==> src/design/skvt_pkg.sv <==
// ----------------------------------------------------------------------------
// skvt_pkg: shared types and constants of the slot key/value table
// Item layouts, operation and status codes, and the token that walks the
// cell chain.
// ----------------------------------------------------------------------------
`default_nettype none

package skvt_pkg;

  localparam int unsigned DEPTH = 16;
  localparam int unsigned CNT_W = $clog2(DEPTH + 1);
  localparam int unsigned CAP_W = 5;
  localparam int unsigned CMP_W = (CNT_W > CAP_W) ? CNT_W : CAP_W;
  localparam int unsigned TOT_W = 5;

  localparam logic [CAP_W-1:0] CAP_RESET = CAP_W'(16);

  typedef enum logic [1:0] {
    KIND_PUT = 2'd0,
    KIND_GET = 2'd1,
    KIND_POP = 2'd2
  } kind_e;

  typedef enum logic [1:0] {
    ST_OK   = 2'd0,
    ST_FULL = 2'd1,
    ST_MISS = 2'd2
  } status_e;

  typedef struct packed {
    logic [1:0]  kind;
    logic [31:0] key;
    logic [31:0] value;
  } in_item_t;

  typedef struct packed {
    logic [1:0]       status;
    logic [31:0]      read_value;
    logic [TOT_W-1:0] entry_total;
  } out_item_t;

  // Operation token handed from cell to cell
  typedef struct packed {
    logic        valid;
    logic [1:0]  kind;
    logic [31:0] key;
    logic [31:0] value;
    logic        allow;  // count was below capacity at accept
    logic        done;   // a cell has served the operation
    logic [31:0] rd;
  } tok_t;

endpackage

`default_nettype wire

==> src/design/skvt_cell.sv <==
// ----------------------------------------------------------------------------
// skvt_cell: one slot of the table
// Holds used mark, key and value; serves the passing token if it is the
// first fitting slot and forwards the token to the next cell.
// ----------------------------------------------------------------------------
`default_nettype none

module skvt_cell
  import skvt_pkg::*;
(
  input  wire  clk_i,
  input  wire  rst_ni,
  input  tok_t tok_i,
  output tok_t tok_o
);

  logic        used_q, used_d;
  logic [31:0] key_q;
  logic [31:0] val_q;
  logic        hit_free;
  logic        hit_key;
  logic        tok_valid_q;
  tok_t        tok_q, tok_d;

  always_comb begin
    hit_free = tok_i.valid && !tok_i.done && (tok_i.kind == KIND_PUT) &&
               tok_i.allow && !used_q;
    hit_key  = tok_i.valid && !tok_i.done &&
               ((tok_i.kind == KIND_GET) || (tok_i.kind == KIND_POP)) &&
               used_q && (key_q == tok_i.key);

    used_d = used_q;
    if (hit_free) begin
      used_d = 1'b1;
    end else if (hit_key && (tok_i.kind == KIND_POP)) begin
      used_d = 1'b0;
    end

    tok_d      = tok_i;
    tok_d.done = tok_i.done | hit_free | hit_key;
    if (hit_key) begin
      tok_d.rd = val_q;
    end
  end

  always_ff @(posedge clk_i or negedge rst_ni) begin
    if (!rst_ni) begin
      used_q      <= 1'b0;
      tok_valid_q <= 1'b0;
    end else begin
      used_q      <= used_d;
      tok_valid_q <= tok_d.valid;
    end
  end

  always_ff @(posedge clk_i) begin
    tok_q <= tok_d;
    if (hit_free) begin
      key_q <= tok_i.key;
      val_q <= tok_i.value;
    end
  end

  // Valid flag comes from the reset register, the rest from the data register
  always_comb begin
    tok_o       = tok_q;
    tok_o.valid = tok_valid_q;
  end

endmodule

`default_nettype wire

==> src/design/slot_key_value_table_unit.sv <==
// The token walks the chain of DEPTH slot cells, one cell per cycle; the result
// then passes the pending and output registers. A new item is taken only after
// the result of the last has moved from the pending to the output register, so
// a stalled output holds off the next item.
// Reset clears the used marks, the entry count and all valid flags at once;
// capacity resets to 16. Keys and values are not cleared.
// ----------------------------------------------------------------------------
// slot_key_value_table_unit: slot key/value table
// Put, get and pop on a fixed table of slots, searched lowest slot first by
// a token passed along a chain of slot cells.
// ----------------------------------------------------------------------------
`default_nettype none

module slot_key_value_table_unit
  import skvt_pkg::*;
(
  input  wire              clk_i,
  input  wire              rst_ni,
  input  wire              in_valid_i,
  output logic             in_stall_o,
  input  in_item_t         in_item_i,
  output logic             out_valid_o,
  input  wire              out_stall_i,
  output out_item_t        out_item_o,
  input  wire              cfg_valid_i,
  output logic             cfg_ready_o,
  input  wire  [CAP_W-1:0] cfg_data_i
);

  tok_t             tok_chain [DEPTH+1];
  logic             busy_q;
  logic [CAP_W-1:0] capacity_q;
  logic [CNT_W-1:0] count_q, count_d;
  logic             pend_valid_q;
  out_item_t        pend_q, pend_d;
  logic             out_valid_q;
  out_item_t        out_q;
  logic             in_acc;
  logic             pend_move;
  tok_t             tok_end;
  logic [1:0]       status;

  assign cfg_ready_o = 1'b1;
  assign in_stall_o  = busy_q;
  assign in_acc      = in_valid_i && !busy_q;

  always_comb begin
    tok_chain[0].valid = in_acc;
    tok_chain[0].kind  = in_item_i.kind;
    tok_chain[0].key   = in_item_i.key;
    tok_chain[0].value = in_item_i.value;
    tok_chain[0].allow = CMP_W'(count_q) < CMP_W'(capacity_q);
    tok_chain[0].done  = 1'b0;
    tok_chain[0].rd    = 32'd0;
  end

  for (genvar i = 0; i < DEPTH; i++) begin : g_cell
    skvt_cell u_cell (
      .clk_i (clk_i),
      .rst_ni(rst_ni),
      .tok_i (tok_chain[i]),
      .tok_o (tok_chain[i+1])
    );
  end

  assign tok_end = tok_chain[DEPTH];

  // Final status and count once the token leaves the last cell
  always_comb begin
    count_d = count_q;
    status  = ST_MISS;
    if (tok_end.kind == KIND_PUT) begin
      status = tok_end.done ? ST_OK : ST_FULL;
      if (tok_end.done) begin
        count_d = count_q + CNT_W'(1);
      end
    end else if ((tok_end.kind == KIND_GET) || (tok_end.kind == KIND_POP)) begin
      if (tok_end.done) begin
        status = ST_OK;
        if ((tok_end.kind == KIND_POP) && (count_q != '0)) begin
          count_d = count_q - CNT_W'(1);
        end
      end
    end
    pend_d.status      = status;
    pend_d.read_value  = tok_end.rd;
    pend_d.entry_total = TOT_W'(count_d);
  end

  assign pend_move = pend_valid_q && (!out_valid_q || !out_stall_i);

  always_ff @(posedge clk_i or negedge rst_ni) begin
    if (!rst_ni) begin
      busy_q       <= 1'b0;
      capacity_q   <= CAP_RESET;
      count_q      <= '0;
      pend_valid_q <= 1'b0;
      out_valid_q  <= 1'b0;
    end else begin
      if (cfg_valid_i) begin
        capacity_q <= cfg_data_i;
      end
      if (in_acc) begin
        busy_q <= 1'b1;
      end else if (pend_move) begin
        busy_q <= 1'b0;
      end
      if (tok_end.valid) begin
        count_q      <= count_d;
        pend_valid_q <= 1'b1;
      end else if (pend_move) begin
        pend_valid_q <= 1'b0;
      end
      if (pend_move) begin
        out_valid_q <= 1'b1;
      end else if (!out_stall_i) begin
        out_valid_q <= 1'b0;
      end
    end
  end

  always_ff @(posedge clk_i) begin
    if (tok_end.valid) begin
      pend_q <= pend_d;
    end
    if (pend_move) begin
      out_q <= pend_q;
    end
  end

  assign out_valid_o = out_valid_q;
  assign out_item_o  = out_q;

  a_exit_while_busy : assert property (@(posedge clk_i) disable iff (!rst_ni)
    tok_end.valid |-> busy_q)
    else $error("token left the chain with no item in flight");

  a_count_bound : assert property (@(posedge clk_i) disable iff (!rst_ni)
    CNT_W'(DEPTH) >= count_q)
    else $error("entry count above table depth");

  a_pend_held : assert property (@(posedge clk_i) disable iff (!rst_ni)
    (pend_valid_q && out_valid_q && out_stall_i && !tok_end.valid) |=> pend_valid_q)
    else $error("waiting result dropped");

  a_accept_enters : assert property (@(posedge clk_i) disable iff (!rst_ni)
    in_acc |=> (tok_chain[1].valid && busy_q))
    else $error("accepted item did not enter the first cell");

endmodule

`default_nettype wire
==> config.mk <==
export PLATFORM = sky130hd
export DESIGN_NAME = slot_key_value_table_unit
export DESIGN_NICKNAME = d
export VERILOG_FILES = /design/src/design/skvt_pkg.sv /design/src/design/skvt_cell.sv /design/src/design/slot_key_value_table_unit.sv
export SDC_FILE = /design/constraint.sdc
export NUM_CORES = 2
export LEC_CHECK = 0
export ABC_CLOCK_PERIOD_IN_PS = 8700
export BUFFER_PORTS_ARGS = -buffer_cell sky130_fd_sc_hd__buf_2
export CORE_UTILIZATION = 40
export DETAILED_ROUTE_END_ITERATION = 10
export PLACE_DENSITY = 0.61
export SLEW_MARGIN = 0
export SYNTH_ARGS = -nofsm -noshare
export SYNTH_HDL_FRONTEND = slang
export SYNTH_SLANG_ARGS = --single-unit
==> constraint.sdc <==
create_clock -name clk_i -period 8.7 [get_ports clk_i]
set_clock_uncertainty 0.1 [all_clocks]
set_input_delay 0.435 -clock clk_i [delete_from_list [all_inputs] [get_ports clk_i]]
set_output_delay 0.435 -clock clk_i [all_outputs]
set_load 0.1 [all_outputs]
Word-level counts from Yosys, hierarchy flattened
Index checks and enable logic that the tools add are counted.

Input bits: 76. Flip-flop bits (word level): 2682.

$add $sub $neg: 2. Bitwise gates (word level): 31. Equal/unequal tests: 51. Reduce and logical (&&, ||, !) cells: 218. Mux-type cells: 61. Magnitude comparators: 1.

Operators with widths (number): equality test 32 bit (16); 2-to-1 mux 32 bit (15); logical AND 1 bit (130); 2-to-1 mux 1 bit (38); nonzero test 2 bit (18); equality test 2 x 1 -> 1 bit, second input constant (17); equality test 2 bit, second input constant (17); zero test 1 bit (34); zero test 2 bit (17); OR 1 bit (31); 2-to-1 mux 5 bit (5); logical OR 1 bit (18); 2-to-1 mux 2 bit (3); adder 5 x 1 -> 5 bit, second input constant (1); less-than comparator 5 bit (1); nonzero test 5 bit (1); subtractor 5 x 1 -> 5 bit, second input constant (1); != test 2 x 1 -> 1 bit, second input constant (1).

Longest topological paths before layout
Depth in word-level cells: 8. Depth in mapped cells: 8. Gate-level depth less buffers: 7.

Cells and area by module
A second synthesis with hierarchy kept.

Cells, all modules: 4426. Area total of the unflattened synthesis: 80850.0 um^2.

Modules (own cells, without submodules): skvt_cell (g_cell[10].u_cell ...) (cells each 266, times used 15, seq. area each 3973.8 um^2, area each 4852.2 um^2); skvt_cell (g_cell[0].u_cell) (cells each 257, times used 1, seq. area each 3973.8 um^2, area each 4817.1 um^2); slot_key_value_table_unit (cells each 179, times used 1, seq. area each 2668.8 um^2, area each 3250.6 um^2).

Worst setup path after synthesis
OpenSTA, ideal clock, no wires.

Kind: flip-flop to flip-flop. From: reg busy_q, in the netlist in_stall_o. To: reg g_cell[0].u_cell.tok_q (netlist bit g_cell[0].u_cell.tok_o[32]). Library setup time: 0.096 ns. Arrival: 8.411 ns. Path slack: 0.093 ns. Cell stages (with the launch flop): 5. Period minus slack after synthesis: 8.607 ns. Buffers on the path: 0. Cell sequence: dfrtp_1 nor2b_1 nand3b_1 o41ai_1 or2_2.

RTL lines: start, declared (line slot_key_value_table_unit.sv:31) `logic busy_q;`; start signal, assigned (line slot_key_value_table_unit.sv:94) `busy_q <= 1'b0;`; start signal, assigned (line slot_key_value_table_unit.sv:104) `busy_q <= 1'b1;`; start signal, assigned (line slot_key_value_table_unit.sv:106) `busy_q <= 1'b0;`; end signal, assigned (line skvt_cell.sv:57) `tok_q <= tok_d;`; end, declared (line skvt_cell.sv:23) `tok_t tok_q, tok_d;`.

==> flow_summary_export.csv <==
group,metric,value,unit
logic_synthesis,synth_commonest_cells,"dfxtp_1, edfxtp_1, mux2_2",
routing,avgViaCountPerCell,4.26,
logic_synthesis,yosys.area_share.simple,0.0265,
grt,grt_usage,0.119,
routing,first_iter_violations,1603,
critical_path,worstPathArrival,3.56,ns
routing,ant_nets,0,
logic_synthesis,synth.mux.area_fraction,0.0698,
critical_path,worst_ep_required_time,9.36,ns
critical_path,worstPathMaxFanout,34,
logic_synthesis,synth_top_area_frac,0.423,
grt,grt_pass1_vias,33000,
cells_and_area,instances_no_fill,7405,
logic_synthesis,synth_fa_ha_area_frac,0.00640,
critical_path,timing.rr.end,"g_cell[3].u_cell.tok_o[20]",
timing,fmax,0.344,GHz
timing,finalSetupTns,0,ns
cells_and_area,drive_above_1_share,0.218,
critical_path,ff2ff_path_depth,7,
grt,antenna_found_initial,3,
worst_hold_path,whs_endpoint,"g_cell[0].u_cell.tok_o[51]",
clock_network,cts_tree,"yes",
logic_synthesis,post-synth-top-area-cell,"edfxtp_1",
timing,fin_crit_sh,0.334,
place,dp_hpwl,77200,um
logic_synthesis,avgSynthCellArea,18.6,um^2
routing,drc,0,
logic_synthesis,netlist_area,0.0782,mm^2
die,rows,161,
critical_path,r2r-start,"g_cell[2].u_cell.tok_o[99]",
die,ioPinCount,118,
logic_synthesis,yosys_register_bits,2682,
timing,relSlewSlack,0.393,
timing,grt_setup_unrepaired,"false",
logic_synthesis,synthArstFlopShare,0.0168,
outcome,status,"completed",
worst_hold_path,hold_path_depth,2,
critical_path,crit_path_end_kind,"flip-flop",
routing,routed_wl,117000,um
clock_network,postCtsResizedCells,0,
clock_network,cts_buffers,277,
grt,grt_max_degree,68,
die,start_util,0.405,
clock_network,cts-root-buf,"clkbuf_16",
critical_path,rrSetupSlack,5.79,ns
logic_synthesis,syn_inst,4208,
grt,grt_pass1_wl,187000,um
cells_and_area,nets,4789,
die,dieHeight,444,um
clock_network,cts_setup_buffers,0,
clock_network,clock_sinks,2682,
worst_hold_path,hold_path_class,"in2reg",
place,dp_slack,5.71,ns
worst_hold_path,min_from,"in_item_i[17]",
logic_synthesis,synthXorXnorAreaFrac,0.0571,
die,core_area,0.193,mm^2
logic_synthesis,yosysSeqAreaShare,0.830,
logic_synthesis,synth_edf_count,1102,
routing,routed-via-count,31500,
clock_network,clk_latency,0.89,ns
cells_and_area,area_growth_syn_to_layout,17.4,%
die,die_x,444,um
timing,finalSetupViolations,0,
place,gp_congestion,0.779,
logic_synthesis,ys_warn_count,0,
timing,drv_slew,0,
timing,hold_violations,0,
critical_path,critPathLaunchType,"flip-flop",
pwr,p_per_area,286,mW/mm^2
timing,fin_crit,2.91,ns
logic_synthesis,synth.distinct_cells,54,
pwr,peakVddDrop,0.000179,V
logic_synthesis,ys.flop_type,"dfxtp_1",
clock_network,cts_max_level,5,
logic_synthesis,synthTopCellsByArea,"edfxtp_1, dfxtp_1, mux2_2",
grt,overflow,0,
job,maxCapViolations,0,
pwr,p_leak,34.3,nW
logic_synthesis,synth_nets,4324,
routing,routedWlPerCell,15.8,um
timing,finalWorstSetupSlack,5.79,ns
logic_synthesis,synth_top_family_by_area,"multiplexers",
die,die-area,0.197,mm^2
routing,drt-pass1-iter-count,5,
cells_and_area,nFillCells,16100,
clock_network,cts.clk_slew.worst_paths,0.06,ns
place,place_inst,6839,
logic_synthesis,yosysMostFrequentCell,"dfxtp_1",
place,portBuffers,116,
clock_network,cts_buffer_depth,4,
logic_synthesis,synth-compound-area-share,0.00371,
timing,tightest_slew,0.911,ns
critical_path,criticalPathCategory,"reg2reg",
clock_network,ctsHoldBuffers,81,
stage by stage:
| step | cell area (um^2) | utilization | hold slack, ns | power [mW] |
|---|---|---|---|---|
| floorplan | 78200 | - | 0.0394 | 14.9 |
| global placement | 82300 | 0.425 | 0.229 | 15.3 |
| detailed placement | 82300 | 0.425 | 0.233 | 15.3 |
| CTS | 91900 | 0.475 | 0.0118 | 26.6 |
| global route | 91900 | 0.475 | 0.0354 | 27.2 |
| finish | 91900 | 0.475 | 0.105 | 26.2 |
cells in the final DEF (no fill, tap or decap), drive strengths merged, types with 8 or more instances in the layout:
| master | count |
|---|---|
| nand3 | 23 |
| nor4 | 84 |
| nand2 | 21 |
| mux2 | 483 |
| xnor2 | 191 |
| nor3 | 17 |
| ha | 40 |
| dfrtp | 44 |
| and2 | 32 |
| edfxtp | 1102 |
| dlygate4sd3 | 81 |
| clkinv | 65 |
| inv | 69 |
| nor2b | 18 |
| buf | 158 |
| or3 | 15 |
| a31oi | 15 |
| xor2 | 319 |
| nand4b | 8 |
| nor2 | 28 |
| dfxtp | 1535 |
| bufinv | 13 |
| nand4 | 62 |
| clkbuf | 395 |
area by class of cell:
class,count,area (um^2),share of cell area
clock buffer,395,7980,0.0868
clock inverter,89,816,0.00888
timing repair buffer,239,1710,0.0186
antenna,1,2.50,0.0000272
multi-input combinational,1411,13000,0.142
tap,2526,3160,0.0344
sequential,2682,64900,0.707
inverter,62,233,0.00253
worst max-delay path by stage:
stage	startpoint	to	slack, ns
CTS	g_cell[2].u_cell.tok_o[99]	g_cell[3].u_cell.tok_o[18]	5.74
finish	g_cell[2].u_cell.tok_o[99]	g_cell[3].u_cell.tok_o[20]	5.79
global route	g_cell[2].u_cell.tok_o[99]	g_cell[3].u_cell.tok_o[10]	5.70
detailed placement	g_cell[2].u_cell.tok_o[99]	g_cell[3].u_cell.tok_o[18]	5.71
floorplan	in_stall_o	g_cell[0].u_cell.tok_o[32]	0.09
global placement	g_cell[2].u_cell.tok_o[99]	g_cell[3].u_cell.tok_o[3]	5.73
worst max-delay path, stage by stage, from the launching register on:
cell	delay, ns
dfxtp_1	0.38
inv_1	0.06
ha_1	0.28
nand4_1	0.17
or4_1	0.59
nor4_4	0.35
buf_4	0.46
mux2_2	0.39
layer usage:
metal,global-route usage,wire length (um),vias up,share of wire
li1,-,-,15900,-
met1,0.166,57500,15000,0.49
met2,0.180,51700,477,0.44
met3,0.0294,4520,219,0.039
met4,0.0423,2910,0,0.025
met5,0,0,-,0
report_power, final:
part,switching [mW],internal [mW]
registers,0.372,13.8
clock network,4.44,6.76
logic,0.630,0.278
total,5.44,20.8
flip-flops by register name (all words and copies together), names as in the netlist:
name / cells
g_cell.u_cell.tok_o: 1535
pend_q: 39
capacity_q: 5
count_q: 5
g_cell.u_cell.used_q: 16
out_valid_o: 1
g_cell.u_cell.tok_valid_q: 16
pend_valid_q: 1
g_cell.u_cell.key_q: 512
g_cell.u_cell.val_q: 512
in_stall_o: 1
out_item_o: 39
kinds of logic after synthesis:
| family | after synthesis |
|---|---|
| XOR/XNOR | 510 |
| flip-flops | 2682 |
| AO/OA/AOI/OAI | 42 |
| multiplexers | 485 |
| buffers and inverters | 115 |
| other | 1 |
| adder cells (fa/ha/maj) | 40 |
| AND/OR/NAND/NOR | 333 |
(Power assumes the default switching activity.)
